**src/assert_macros.svh**
```systemverilog
// assertion macros shared by the rpn stack calculator rtl
// expects clk and rst_n in the scope of each use
`ifndef ASSERT_MACROS_SVH
`define ASSERT_MACROS_SVH

// plain invariant checked at every clock edge outside reset
`define RPN_ASSERT(lbl, cond) \
  lbl: assert property (@(posedge clk) disable iff (!rst_n) (cond)) \
    else $error("rpn invariant violated");

// same-cycle implication
`define RPN_ASSERT_IMP(lbl, ante, cons) \
  lbl: assert property (@(posedge clk) disable iff (!rst_n) (ante) |-> (cons)) \
    else $error("rpn implication violated");

// next-cycle implication
`define RPN_ASSERT_NXT(lbl, ante, cons) \
  lbl: assert property (@(posedge clk) disable iff (!rst_n) (ante) |=> (cons)) \
    else $error("rpn sequence violated");

`endif

```
**src/rpn_pkg.sv**
```systemverilog
// shared types and constants for the rpn stack calculator
// no dependencies
package rpn_pkg;

  localparam int STACK_DEPTH = 32;
  localparam int AW          = $clog2(STACK_DEPTH);
  localparam int DW          = $clog2(STACK_DEPTH + 1);
  localparam int CNT_W       = 7;
  localparam int FACT_MAX    = 34;

  typedef enum logic [3:0] {
    REQ_PUSH    = 4'd0,
    REQ_ADD     = 4'd1,
    REQ_SUB     = 4'd2,
    REQ_MUL     = 4'd3,
    REQ_DIV     = 4'd4,
    REQ_MOD     = 4'd5,
    REQ_FACT    = 4'd6,
    REQ_POW     = 4'd7,
    REQ_PEEK    = 4'd8,
    REQ_CLEAR   = 4'd9,
    REQ_DUMP    = 4'd10,
    REQ_REVERSE = 4'd11
  } req_t;

  typedef enum logic [2:0] {
    ST_OK    = 3'd0,
    ST_FEW   = 3'd1,
    ST_DIV0  = 3'd2,
    ST_FULL  = 3'd3,
    ST_EMPTY = 3'd4
  } status_t;

  typedef enum logic [1:0] {
    ALU_ADD,
    ALU_SUB,
    ALU_MUL
  } alu_op_t;

  typedef enum logic [4:0] {
    S_IDLE,
    S_DISPATCH,
    S_RDB,
    S_EXEC,
    S_DIV,
    S_DIVFIX,
    S_POW_M,
    S_POW_S,
    S_FACT,
    S_WRITE,
    S_DUMP_RD,
    S_DUMP_WAIT,
    S_REV_RDI,
    S_REV_RDJ,
    S_REV_WI,
    S_REV_WJ,
    S_EMIT
  } state_t;

  typedef struct packed {
    logic [3:0]         req_type;
    logic signed [31:0] push_value;
  } in_item_t;

  typedef struct packed {
    logic [2:0]         status;
    logic signed [31:0] out_value;
    logic [5:0]         out_depth;
    logic               last;
  } out_item_t;

endpackage

```
**src/rpn_ram.sv**
```systemverilog
// generic single write, single read ram with registered read data
// no dependencies
module rpn_ram #(
  parameter int WIDTH = 32,
  parameter int DEPTH = 32
) (
  input  logic                     clk,
  input  logic                     we,
  input  logic [$clog2(DEPTH)-1:0] waddr,
  input  logic [WIDTH-1:0]         wdata,
  input  logic                     re,
  input  logic [$clog2(DEPTH)-1:0] raddr,
  output logic [WIDTH-1:0]         rdata
);

  logic [WIDTH-1:0] mem [DEPTH];

  always_ff @(posedge clk) begin
    if (we) begin
      mem[waddr] <= wdata;
    end
    if (re) begin
      rdata <= mem[raddr];
    end
  end

endmodule

```
**src/rpn_alu.sv**
```systemverilog
// shared add, subtract and low-word multiply unit
// depends on rpn_pkg
module rpn_alu (
  input  rpn_pkg::alu_op_t op,
  input  logic [31:0]      x,
  input  logic [31:0]      y,
  output logic [31:0]      res
);
  import rpn_pkg::*;

  logic [63:0] prod;

  assign prod = x * y;

  always_comb begin
    unique case (op)
      ALU_ADD: res = x + y;
      ALU_SUB: res = x - y;
      ALU_MUL: res = prod[31:0];
      default: res = x + y;
    endcase
  end

endmodule

```
**src/rpn_stack_calculator.sv**
```systemverilog
// integer rpn stack calculator: sequencer, stack ram and shared alu
// depends on rpn_pkg, rpn_alu, rpn_ram and assert_macros.svh
//
// One request is taken at a time; in_stall is high from the transfer of a
// request until its last result has been loaded into the output register.
// The finished result may still wait there while the next request comes in.
// Per request: push, peek, clear and unused codes go from dispatch straight to
// the output; add, sub and mul read the second operand from the stack ram,
// pass once through the shared alu and write back; div and mod run a one-bit
// restoring step per cycle over 32 bits plus sign fixup; pow does two
// multiplies on the shared multiplier per exponent bit, stopping once the
// exponent runs out; factorial does one multiply per factor up to 34; reverse
// reads and then writes back each swapped pair through the stack ram; dump
// reads and emits one entry at a time, waiting on any output stall.
// Status codes follow the usual set: too few operands, divide by zero (also
// for a zero base with a negative exponent), stack full and stack empty.
// The stack ram needs no clearing pass: entries above the depth are never
// read.
module rpn_stack_calculator (
  input  logic               clk,
  input  logic               rst_n,
  input  logic               in_valid,
  output logic               in_stall,
  input  rpn_pkg::in_item_t  in_data,
  output logic               out_valid,
  input  logic               out_stall,
  output rpn_pkg::out_item_t out_data
);
  import rpn_pkg::*;

  `include "assert_macros.svh"

  // sequencer state
  state_t          state_r, state_nxt;
  req_t            req_r, req_nxt;
  status_t         status_r, status_nxt;
  logic [31:0]     pv_r, pv_nxt;
  logic [DW-1:0]   depth_r, depth_nxt;
  logic [31:0]     top_r, top_nxt;

  // operand and iteration registers
  logic [31:0]     a_r, a_nxt;
  logic [31:0]     b_r, b_nxt;
  logic [31:0]     acc_r, acc_nxt;
  logic [31:0]     e_r, e_nxt;
  logic [32:0]     rem_r, rem_nxt;
  logic [31:0]     quo_r, quo_nxt;
  logic            neg_a_r, neg_a_nxt;
  logic            neg_b_r, neg_b_nxt;
  logic [CNT_W-1:0] cnt_r, cnt_nxt;
  logic [CNT_W-1:0] lim_r, lim_nxt;
  logic [AW-1:0]   idx_i_r, idx_i_nxt;
  logic [AW-1:0]   idx_j_r, idx_j_nxt;
  logic [31:0]     tmp_r, tmp_nxt;

  // output register
  logic            out_valid_r, out_valid_nxt;
  out_item_t       out_data_r, out_data_nxt;

  // ram and alu hookup
  logic            ram_we, ram_re;
  logic [AW-1:0]   ram_waddr, ram_raddr;
  logic [31:0]     ram_wdata, ram_rdata;
  alu_op_t         alu_op;
  logic [31:0]     alu_x, alu_y, alu_res;

  // helpers
  logic            in_xfer;
  logic            out_free;
  logic [AW-1:0]   addr_top, addr_next;
  logic [32:0]     rem_sh;
  logic            rem_ge;
  logic            dump_last;
  logic            rev_more;
  logic            is_binary;
  logic [31:0]     top_shown;
  logic            wr_state;
  logic            depth_state;

  assign in_stall  = (state_r != S_IDLE);
  assign in_xfer   = in_valid && !in_stall;
  assign out_free  = !out_valid_r || !out_stall;
  assign out_valid = out_valid_r;
  assign out_data  = out_data_r;

  assign addr_top  = AW'(depth_r - DW'(1));
  assign addr_next = AW'(depth_r - DW'(2));
  assign rem_sh    = {rem_r[31:0], quo_r[31]};
  assign rem_ge    = (rem_sh >= {1'b0, b_r});
  assign dump_last = (DW'(cnt_r) == (depth_r - DW'(1)));
  assign rev_more  = (({1'b0, idx_j_r} - {1'b0, idx_i_r}) > (AW+1)'(2));
  assign top_shown = (depth_r == '0) ? 32'd0 : top_r;

  // states that may write the stack ram or change the depth
  assign wr_state    = (state_r == S_DISPATCH) || (state_r == S_WRITE) ||
                       (state_r == S_REV_WI) || (state_r == S_REV_WJ);
  assign depth_state = (state_r == S_DISPATCH) || (state_r == S_WRITE);

  always_comb begin
    unique case (req_r)
      REQ_ADD, REQ_SUB, REQ_MUL, REQ_DIV, REQ_MOD, REQ_POW: is_binary = 1'b1;
      default: is_binary = 1'b0;
    endcase
  end

  rpn_alu u_alu (
    .op  (alu_op),
    .x   (alu_x),
    .y   (alu_y),
    .res (alu_res)
  );

  rpn_ram #(
    .WIDTH (32),
    .DEPTH (STACK_DEPTH)
  ) u_stack (
    .clk   (clk),
    .we    (ram_we),
    .waddr (ram_waddr),
    .wdata (ram_wdata),
    .re    (ram_re),
    .raddr (ram_raddr),
    .rdata (ram_rdata)
  );

  // next state
  always_comb begin
    state_nxt = state_r;
    unique case (state_r)
      S_IDLE: begin
        if (in_xfer) state_nxt = S_DISPATCH;
      end
      S_DISPATCH: begin
        if (is_binary) begin
          state_nxt = (depth_r < DW'(2)) ? S_EMIT : S_RDB;
        end else begin
          unique case (req_r)
            REQ_FACT: begin
              if (depth_r == '0) state_nxt = S_EMIT;
              else if ($signed(top_r) < 32'sd2) state_nxt = S_WRITE;
              else state_nxt = S_FACT;
            end
            REQ_DUMP:    state_nxt = (depth_r == '0) ? S_EMIT : S_DUMP_RD;
            REQ_REVERSE: state_nxt = (depth_r > DW'(1)) ? S_REV_RDI : S_EMIT;
            default:     state_nxt = S_EMIT;
          endcase
        end
      end
      S_RDB: state_nxt = S_EXEC;
      S_EXEC: begin
        unique case (req_r)
          REQ_DIV, REQ_MOD: state_nxt = (b_r == '0) ? S_EMIT : S_DIV;
          REQ_POW: begin
            if (b_r[31]) state_nxt = (a_r == '0) ? S_EMIT : S_WRITE;
            else state_nxt = S_POW_M;
          end
          default: state_nxt = S_WRITE;
        endcase
      end
      S_DIV:       if (cnt_r == CNT_W'(31)) state_nxt = S_DIVFIX;
      S_DIVFIX:    state_nxt = S_WRITE;
      S_POW_M:     state_nxt = (e_r == '0) ? S_WRITE : S_POW_S;
      S_POW_S:     state_nxt = S_POW_M;
      S_FACT:      if (cnt_r == lim_r) state_nxt = S_WRITE;
      S_WRITE:     state_nxt = S_EMIT;
      S_DUMP_RD:   state_nxt = S_DUMP_WAIT;
      S_DUMP_WAIT: begin
        if (out_free) state_nxt = dump_last ? S_IDLE : S_DUMP_RD;
      end
      S_REV_RDI:   state_nxt = S_REV_RDJ;
      S_REV_RDJ:   state_nxt = S_REV_WI;
      S_REV_WI:    state_nxt = S_REV_WJ;
      S_REV_WJ:    state_nxt = rev_more ? S_REV_RDI : S_EMIT;
      S_EMIT:      if (out_free) state_nxt = S_IDLE;
      default:     state_nxt = S_IDLE;
    endcase
  end

  // datapath and outputs
  always_comb begin
    req_nxt       = req_r;
    status_nxt    = status_r;
    pv_nxt        = pv_r;
    depth_nxt     = depth_r;
    top_nxt       = top_r;
    a_nxt         = a_r;
    b_nxt         = b_r;
    acc_nxt       = acc_r;
    e_nxt         = e_r;
    rem_nxt       = rem_r;
    quo_nxt       = quo_r;
    neg_a_nxt     = neg_a_r;
    neg_b_nxt     = neg_b_r;
    cnt_nxt       = cnt_r;
    lim_nxt       = lim_r;
    idx_i_nxt     = idx_i_r;
    idx_j_nxt     = idx_j_r;
    tmp_nxt       = tmp_r;
    out_valid_nxt = out_valid_r && out_stall;
    out_data_nxt  = out_data_r;
    ram_we        = 1'b0;
    ram_waddr     = '0;
    ram_wdata     = '0;
    ram_re        = 1'b0;
    ram_raddr     = '0;
    alu_op        = ALU_ADD;
    alu_x         = '0;
    alu_y         = '0;

    unique case (state_r)
      S_IDLE: begin
        if (in_xfer) begin
          req_nxt    = req_t'(in_data.req_type);
          pv_nxt     = in_data.push_value;
          status_nxt = ST_OK;
        end
      end
      S_DISPATCH: begin
        if (is_binary) begin
          if (depth_r < DW'(2)) begin
            status_nxt = ST_FEW;
          end else begin
            a_nxt     = top_r;
            ram_re    = 1'b1;
            ram_raddr = addr_next;
          end
        end else begin
          unique case (req_r)
            REQ_PUSH: begin
              if (depth_r == DW'(STACK_DEPTH)) begin
                status_nxt = ST_FULL;
              end else begin
                ram_we    = 1'b1;
                ram_waddr = AW'(depth_r);
                ram_wdata = pv_r;
                depth_nxt = depth_r + DW'(1);
                top_nxt   = pv_r;
              end
            end
            REQ_FACT: begin
              // factors run from 2 up to the argument, capped where the
              // product has wrapped to zero for good
              acc_nxt = 32'd1;
              cnt_nxt = CNT_W'(2);
              lim_nxt = ($signed(top_r) > 32'sd34) ? CNT_W'(FACT_MAX) : top_r[CNT_W-1:0];
              if (depth_r == '0) status_nxt = ST_FEW;
            end
            REQ_PEEK: begin
              if (depth_r == '0) status_nxt = ST_EMPTY;
            end
            REQ_CLEAR: depth_nxt = '0;
            REQ_DUMP: begin
              cnt_nxt = '0;
              if (depth_r == '0) status_nxt = ST_EMPTY;
            end
            REQ_REVERSE: begin
              idx_i_nxt = '0;
              idx_j_nxt = addr_top;
            end
            default: ;
          endcase
        end
      end
      S_RDB: b_nxt = ram_rdata;
      S_EXEC: begin
        unique case (req_r)
          REQ_ADD: begin
            alu_op = ALU_ADD; alu_x = a_r; alu_y = b_r; acc_nxt = alu_res;
          end
          REQ_SUB: begin
            alu_op = ALU_SUB; alu_x = a_r; alu_y = b_r; acc_nxt = alu_res;
          end
          REQ_MUL: begin
            alu_op = ALU_MUL; alu_x = a_r; alu_y = b_r; acc_nxt = alu_res;
          end
          REQ_DIV, REQ_MOD: begin
            // divide magnitudes, fix signs at the end
            if (b_r == '0) begin
              status_nxt = ST_DIV0;
            end else begin
              neg_a_nxt = a_r[31];
              neg_b_nxt = b_r[31];
              quo_nxt   = a_r[31] ? (32'd0 - a_r) : a_r;
              b_nxt     = b_r[31] ? (32'd0 - b_r) : b_r;
              rem_nxt   = '0;
              cnt_nxt   = '0;
            end
          end
          REQ_POW: begin
            if (b_r[31]) begin
              // negative exponent: only unit bases survive
              if (a_r == '0) status_nxt = ST_DIV0;
              else if (a_r == 32'd1) acc_nxt = 32'd1;
              else if (a_r == 32'hFFFF_FFFF) acc_nxt = b_r[0] ? 32'hFFFF_FFFF : 32'd1;
              else acc_nxt = 32'd0;
            end else begin
              acc_nxt = 32'd1;
              e_nxt   = b_r;
              b_nxt   = a_r;
            end
          end
          default: ;
        endcase
      end
      S_DIV: begin
        rem_nxt = rem_ge ? (rem_sh - {1'b0, b_r}) : rem_sh;
        quo_nxt = {quo_r[30:0], rem_ge};
        cnt_nxt = cnt_r + CNT_W'(1);
      end
      S_DIVFIX: begin
        alu_op = ALU_SUB;
        if (req_r == REQ_DIV) begin
          alu_y   = quo_r;
          acc_nxt = (neg_a_r ^ neg_b_r) ? alu_res : quo_r;
        end else begin
          alu_y   = rem_r[31:0];
          acc_nxt = neg_a_r ? alu_res : rem_r[31:0];
        end
      end
      S_POW_M: begin
        alu_op = ALU_MUL; alu_x = acc_r; alu_y = b_r;
        if (e_r[0]) acc_nxt = alu_res;
      end
      S_POW_S: begin
        alu_op = ALU_MUL; alu_x = b_r; alu_y = b_r;
        b_nxt  = alu_res;
        e_nxt  = {1'b0, e_r[31:1]};
      end
      S_FACT: begin
        alu_op  = ALU_MUL; alu_x = acc_r; alu_y = 32'(cnt_r);
        acc_nxt = alu_res;
        cnt_nxt = cnt_r + CNT_W'(1);
      end
      S_WRITE: begin
        ram_we    = 1'b1;
        ram_wdata = acc_r;
        top_nxt   = acc_r;
        if (req_r == REQ_FACT) begin
          ram_waddr = addr_top;
        end else begin
          ram_waddr = addr_next;
          depth_nxt = depth_r - DW'(1);
        end
      end
      S_DUMP_RD: begin
        ram_re    = 1'b1;
        ram_raddr = AW'(depth_r - DW'(1) - DW'(cnt_r));
      end
      S_DUMP_WAIT: begin
        if (out_free) begin
          out_valid_nxt          = 1'b1;
          out_data_nxt.status    = ST_OK;
          out_data_nxt.out_value = ram_rdata;
          out_data_nxt.out_depth = 6'(depth_r);
          out_data_nxt.last      = dump_last;
          cnt_nxt                = cnt_r + CNT_W'(1);
        end
      end
      S_REV_RDI: begin
        ram_re    = 1'b1;
        ram_raddr = idx_i_r;
      end
      S_REV_RDJ: begin
        tmp_nxt   = ram_rdata;
        ram_re    = 1'b1;
        ram_raddr = idx_j_r;
      end
      S_REV_WI: begin
        ram_we    = 1'b1;
        ram_waddr = idx_i_r;
        ram_wdata = ram_rdata;
      end
      S_REV_WJ: begin
        ram_we    = 1'b1;
        ram_waddr = idx_j_r;
        ram_wdata = tmp_r;
        // the old bottom entry becomes the new top
        if (idx_i_r == '0) top_nxt = tmp_r;
        idx_i_nxt = idx_i_r + AW'(1);
        idx_j_nxt = idx_j_r - AW'(1);
      end
      S_EMIT: begin
        if (out_free) begin
          out_valid_nxt          = 1'b1;
          out_data_nxt.status    = status_r;
          out_data_nxt.out_value = top_shown;
          out_data_nxt.out_depth = 6'(depth_r);
          out_data_nxt.last      = 1'b1;
        end
      end
      default: ;
    endcase
  end

  // control state
  always_ff @(posedge clk) begin
    if (!rst_n) begin
      state_r     <= S_IDLE;
      depth_r     <= '0;
      out_valid_r <= 1'b0;
    end else begin
      state_r     <= state_nxt;
      depth_r     <= depth_nxt;
      out_valid_r <= out_valid_nxt;
    end
  end

  // payload registers
  always_ff @(posedge clk) begin
    req_r      <= req_nxt;
    status_r   <= status_nxt;
    pv_r       <= pv_nxt;
    top_r      <= top_nxt;
    a_r        <= a_nxt;
    b_r        <= b_nxt;
    acc_r      <= acc_nxt;
    e_r        <= e_nxt;
    rem_r      <= rem_nxt;
    quo_r      <= quo_nxt;
    neg_a_r    <= neg_a_nxt;
    neg_b_r    <= neg_b_nxt;
    cnt_r      <= cnt_nxt;
    lim_r      <= lim_nxt;
    idx_i_r    <= idx_i_nxt;
    idx_j_r    <= idx_j_nxt;
    tmp_r      <= tmp_nxt;
    out_data_r <= out_data_nxt;
  end

  // checks
  `RPN_ASSERT(a_depth_bound, depth_r <= DW'(STACK_DEPTH))
  `RPN_ASSERT_NXT(a_accept_dispatch, in_xfer, state_r == S_DISPATCH)
  `RPN_ASSERT_IMP(a_ram_write_states, ram_we, wr_state)
  `RPN_ASSERT_IMP(a_div_count, state_r == S_DIV, cnt_r < CNT_W'(32))
  `RPN_ASSERT_IMP(a_depth_change, !$stable(depth_r), $past(depth_state))

endmodule
```
**config.mk**
```make
export PLATFORM = sky130hd
export DESIGN_NAME = rpn_stack_calculator
export DESIGN_NICKNAME = d
export VERILOG_FILES = /design/src/rpn_pkg.sv /design/src/rpn_ram.sv /design/src/rpn_alu.sv /design/src/rpn_stack_calculator.sv
export VERILOG_INCLUDE_DIRS = /design/src /design/src/src
export SDC_FILE = /design/constraint.sdc
export NUM_CORES = 2
export LEC_CHECK = 0
export BUFFER_PORTS_ARGS = -buffer_cell sky130_fd_sc_hd__buf_2
export CAP_MARGIN = 10
export CORE_MARGIN = 2
export CORE_UTILIZATION = 58
export DETAILED_ROUTE_END_ITERATION = 12
export PLACE_DENSITY = 0.81
export SLEW_MARGIN = 10
export SYNTH_ARGS = -nofsm -noshare
export SYNTH_HDL_FRONTEND = slang
export SYNTH_SLANG_ARGS = --single-unit
```
**constraint.sdc**
```tcl
create_clock -name clk -period 10.2 [get_ports clk]
set_input_delay 1.53 -clock clk [delete_from_list [all_inputs] [get_ports clk]]
set_output_delay 1.53 -clock clk [all_outputs]
set_load 0.02 [all_outputs]
```
# Word level (Yosys, flattened, before mapping)
# Memory sizes are Yosys's and may differ from the RTL's. A register that Yosys moved wholly into a read port is not among the register bits.
# Cells that the tools add are included.
[totals]
ff_bits = 375
ram_bits = 1024
inputBits = 40
wordCells = 289
n_memories = 1
[classes]
add_sub_neg = 13
multipliers = 1
n_lt_le_gt_ge = 6
eq_ne = 69
n_mux = 119
bitwise_logic = 4
reduce_logical = 51
[mem_list]
columns = ["memory", "depth", "width", "rd", "rd_ports_with_merged_regs", "wr", "line", "text"]
rows = [
  ["u_stack.mem", 32, 32, 1, 1, 1, "rpn_ram.sv:16", "logic [WIDTH-1:0] mem [DEPTH];"],
]
[op_table]
columns = ["op", "n"]
rows = [
  ["$mux W32", 33],
  ["$pmux W32 S2", 6],
  ["$pmux W32 S3", 3],
  ["$pmux W32 S4", 2],
  ["$pmux W32 S5", 1],
  ["$mux W5", 24],
  ["$logic_not A32 Y1", 3],
  ["$pmux W5 S17", 1],
  ["$mux W42", 2],
  ["$pmux W42 S2", 1],
  ["$sub A1 B32 Y32 const A", 2],
  ["$sub A32 B32 Y32", 2],
  ["$eq A5 B4 Y1 const B", 8],
  ["$pmux W5 S4", 2],
  ["$ge A33 B32 Y1", 1],
  ["$add A32 B32 Y32", 1],
  ["$eq A32 B1 Y1 const B", 1],
  ["$eq A32 B32 Y1 const B", 1],
  ["$gt A32 B7 Y1 const B", 1],
  ["$lt A32 B3 Y1 const B", 1],
  ["$mul A32 B32 Y32", 1],
  ["$pmux W5 S2", 3],
  ["$mux W7", 4],
  ["$pmux W7 S4", 1],
  ["64 further kinds", 158],
]

# Depth between registers and ports, before layout
[depth]
depth_word = 9
depth_mapped = 38
depth_no_buf = 33

# Hierarchy
# A second synthesis with hierarchy kept.
[unflattened]
hier_cells = 6701
area_unflattened_um2 = 82112.5
[by_module_without_submodules]
columns = ["mod", "n_inst", "cells_per_inst", "area_per_inst_um2", "seq_area_each_um2"]
rows = [
  ["rpn_ram", 1, 2260, 40812.9, 31710.4],
  ["rpn_stack_calculator", 1, 2265, 22816.9, 11110.7],
  ["rpn_alu", 1, 2176, 18482.7, 0.0],
]

# Worst setup path after synthesis
# Ideal clock, no wire load.
[synth_timing]
path_kind = "flip-flop to flip-flop"
startpoint = "reg state_r[1]"
endpoint = "reg acc_r[31] (data pin)"
arrival_ps = 8934
required_time_ps = 9946
path_slack_ps = 1012
stages_incl_launch_ff = 36
period_less_slack_ps = 9188
path_cell_list = "dfxtp_1 clkbuf_1 nor3b_1 nand2_1 buf_1 clkbuf_1 clkbuf_1 clkbuf_1 nor2_1 a21oi_1 clkbuf_1 nor2_1 fa_1 fa_1 fa_1 inv_1 fa_1 inv_1 fa_1 inv_1 fa_1 inv_1 fa_1 fa_1 ha_1 a21oi_1 o21bai_1 or4b_2 a31oi_1 o41ai_1 o211ai_1 o21ai_0 xnor2_1 o211ai_1 o22ai_1 a21o_1"
[synth_via]
elab_chain_cells = 8
elab_cells_between_ends = 24
classes_between = "add/sub: 2; mul: 1; eq/ne: 8; mux: 10; reduce/logical: 3"
[synth_rtl]
columns = ["element", "line", "text"]
rows = [
  ["from (decl)", "rpn_stack_calculator.sv:34", "state_t state_r, state_nxt;"],
  ["from (signal assigned)", "rpn_stack_calculator.sv:402", "state_r <= state_nxt;"],
  ["$eq A5 B3 Y1 / $eq A5 B4 Y1 (equally long branches)", "rpn_stack_calculator.sv:210", "unique case (state_r)"],
  ["$reduce_or A2 Y1 (no line) / $reduce_or A3 Y1 (equally long branches)", "-", ""],
  ["$pmux W32 S4 (tied with other cells)", "rpn_stack_calculator.sv:210", ""],
  ["$mul A32 B32 Y32 (tied with other cells)", "rpn_alu.sv:13", "assign prod = x * y;"],
  ["$pmux W32 S2", "rpn_alu.sv:16", "unique case (op)"],
  ["$mux W32 (on tied branches)", "rpn_stack_calculator.sv:317, rpn_stack_calculator.sv:314", ""],
  ["$mux W32", "rpn_stack_calculator.sv:312", "if (req_r == REQ_DIV) begin"],
  ["$pmux W32 S5 (*)", "rpn_stack_calculator.sv:210", ""],
  ["via acc_nxt[31]", "rpn_stack_calculator.sv:44", "logic [31:0] acc_r, acc_nxt;"],
  ["to (signal assigned)", "rpn_stack_calculator.sv:416", "acc_r <= acc_nxt;"],
  ["to (decl)", "rpn_stack_calculator.sv:44", ""],
]
# The timed path passes the listed nets; every way through them passes the cells marked *. The select of a mux whose other input is x is not followed.
# A chain may end at the register's enable or synchronous reset.

# Worst setup path after layout
[layout_timing]
startpoint = "reg state_r[4]"
endpoint = "reg acc_r[31] (data pin)"
# The elaborated chain is that of the path after synthesis.

==> results_dict.tcl <==
set metrics [dict create \
    status "finished, final reports clean" \
    synth_area_mm2 0.0816 \
    skew_ns 0.0401 \
    final.period_utilization_pct 96.2 \
    cts_buffers 134 \
    antenna_left 0 \
    p_leak_uw 0.0331 \
    ys_warn_count 0 \
    initial_utilization_pct 58.5 \
    max_stage_delay_ns 0.79 \
    fin_crit_ns 9.81 \
    slew_viol_final 0 \
    synth_edf_count 1418 \
    die_w_um 379 \
    globalRouteOverflowTotal 0 \
    hold_viol_final 0 \
    vias 60663 \
    port_buffers 83 \
    area_growth_pct 9.62 \
    yosysMostFrequentCell "edfxtp_1" \
    h-tree-depth 4 \
    drive_above_1_share_pct 9.30 \
    worstRegToRegCells 31 \
    synth_top_cells_by_area "edfxtp_1 52%, fa_1 10%, nand2_1 4.9%, a211oi_1 3.3%, ha_1 3.2%" \
    grt_usage_pct 37.9 \
    grt_pass1_vias 59003 \
    ioPinCount 84 \
    async_flop_share_pct 0 \
    drc 0 \
    arrival_ns 10.35 \
    clkTransAtPathRegs_ns 0.07 \
    crit_top_cell "fa_1" \
    powerDensity_mw_per_mm2 196 \
    dp_hpwl_um 186000 \
    tightestPinTransition_ns 1.38 \
    hold_class "reg -> reg" \
    synth_largest_area_cell "edfxtp_1" \
    fmax_ghz 0.102 \
    wl_um 272000 \
    place_ws_ns 0.336 \
    synth_seq_cells 1430 \
    cp_max_fo 20 \
    gp_congestion 1.07 \
    dr.pass1.iters 10 \
    grt_first_pass_wirelength_um 393000 \
    critPathCaptureType "register" \
    die_y_um 379 \
    setup_violations 0 \
    ctsHoldBuffers 0 \
    cp-start-kind "register" \
    cpMaxStageDelayCell "o32ai_4" \
    rows 137 \
    wl_per_cell_um 29.6 \
    ys_seq_area_share_pct 52.5 \
    rsz0062_at_grt "no" \
    maxCapViolations 0 \
    clock-sinks 1430 \
    clock_path_buffers 3 \
    synth.distinct_cells 93 \
    vias_per_cell 6.60 \
    cts-root-buf "clkbuf_16" \
    netlist_instances 7183 \
    synth_ff_type "edfxtp_1" \
    grt_start_max_net_pins 211 \
    worstSetupPathType "reg -> reg" \
    ir_drop_v 0.000216 \
    min_delay_path_depth 0 \
    synth_top_area_share_pct 52.2 \
    required_ns 10.74 \
    synth_commonest_cells "1418 x edfxtp_1, 1072 x nand2_1, 550 x inv_1" \
    antenna_found_initial 27 \
    coreArea_mm2 0.140 \
    first_iter_violations 8845 \
    dieArea_mm2 0.144 \
    clkLatencyLatePin_ns 0.79 \
    cts_tree "built" \
    fin_nets 7862 \
    slew_headroom_pct 6.46 \
    whs_ns 0.485 \
    finalWorstSetupSlack_ns 0.387 \
    fin_setup_tns_ns 0 \
    synth_fp_nets 7846 \
    avgSynthCellArea_um2 11.4 \
]
[worst max-delay path, delay by kind of cell, from the launching register on]
kind / cells / cell delay, ns
DFF: 1 / 0.44
xor gates and xnor gates: 9 / 1.73
and+or+nand+nor: 3 / 0.70
adders and majority gates: 8 / 3.91
AOI/OAI and AO/OA: 5 / 1.92
buffers and inverters: 6 / 0.84
[path summary, 6_finish.rpt]
path                            slack (ns)        end       start
worst max-delay path                  0.39  acc_r[31]  state_r[4]
worst min-delay path                  0.49    a_r[23]   top_r[23]
worst max register to register        0.39  acc_r[31]  state_r[4]
worst min register to register        0.49    a_r[23]   top_r[23]
[cell families after synthesis]
logic type | Yosys count | synth area share, %
AOI/OAI and AO/OA | 1591 | 13.7
xor gates and xnor gates | 252 | 2.72
adders and majority gates | 624 | 13.4
buffers and inverters | 1025 | 4.76
DFF | 1430 | 52.5
muxes | 68 | 0.851
and+or+nand+nor | 2193 | 12.1
[cells in the final DEF (no fill, tap or decap), types with 74 or more instances in the layout]
cell       instances
a21o_1           120
nor2_1           436
clkbuf_16        135
and2_1           291
o21ai_0          196
buf_4            247
ha_1             211
inv_1            550
nand3_1           74
nand2_1         1071
edfxtp_1        1418
xnor2_1          166
xor2_1            85
a21oi_1          269
a311oi_1         132
a31oi_1          152
buf_2             83
fa_1             412
a211oi_1         361
[power breakdown]
group | internal, µW | switching, µW
clock network | 2600 | 2230
logic | 1740 | 3660
registers | 6940 | 368
total | 11300 | 6250
[layer usage]
| layer | up-vias | global-route usage (%) | part of all wire (%) |
|---|---|---|---|
| li1 | 25722 | - | - |
| met1 | 29901 | 49.3 | 36 |
| met2 | 4069 | 58.7 | 45 |
| met3 | 945 | 8.24 | 11 |
| met4 | 26 | 22.4 | 6.9 |
| met5 | - | 0 | 0.054 |
[metrics by stage]
stage / cell area, µm² / total power [µW] / instances / utilization (%)
after floorplan: 81600 / 10500 / 7183 / -
after global placement: 85200 / 12500 / 8937 / 61.1
after detailed placement: 85200 / 12600 / 8937 / 61.1
after CTS: 89400 / 17300 / 9179 / 64.0
after global routing: 89400 / 18100 / 9187 / 64.1
final: 89400 / 17500 / 9190 / 64.1
[state kept, by name (all words and copies together) (netlist names), 3 cells and up]
| name | count |
|---|---|
| quo_r | 32 |
| idx_i_r | 5 |
| lim_r | 7 |
| a_r | 32 |
| acc_r | 32 |
| req_r | 4 |
| e_r | 31 |
| top_r | 32 |
| idx_j_r | 5 |
| rem_r | 32 |
| state_r | 5 |
| b_r | 32 |
| depth_r | 6 |
| cnt_r | 7 |
| pv_r | 32 |
| tmp_r | 32 |
| u_stack.mem | 1024 |
| u_stack.rdata | 32 |
| status_r | 3 |
| out_data | 42 |
[area by class of cell]
| class | instances | area, µm² |
|---|---|---|
| diodes | 9 | 22.5 |
| clock buffers | 162 | 3500 |
| clock inverters | 80 | 671 |
| fillers | 10424 | 50100 |
| inverters | 561 | 2110 |
| multi-input cells | 4728 | 35400 |
| flip-flops and latches | 1430 | 42800 |
| well taps | 1876 | 2350 |
| repair buffers | 344 | 2540 |
[timing repair]
action / 4_1_cts / 5_1_grt
gates resized for setup: 0 / 2
hold endpoints to repair: 0 / 0
buffers inserted: 0 / 1
endpoints found under the setup margin: 0 / 9
No activity file was read; power rests on OpenSTA's default activity.
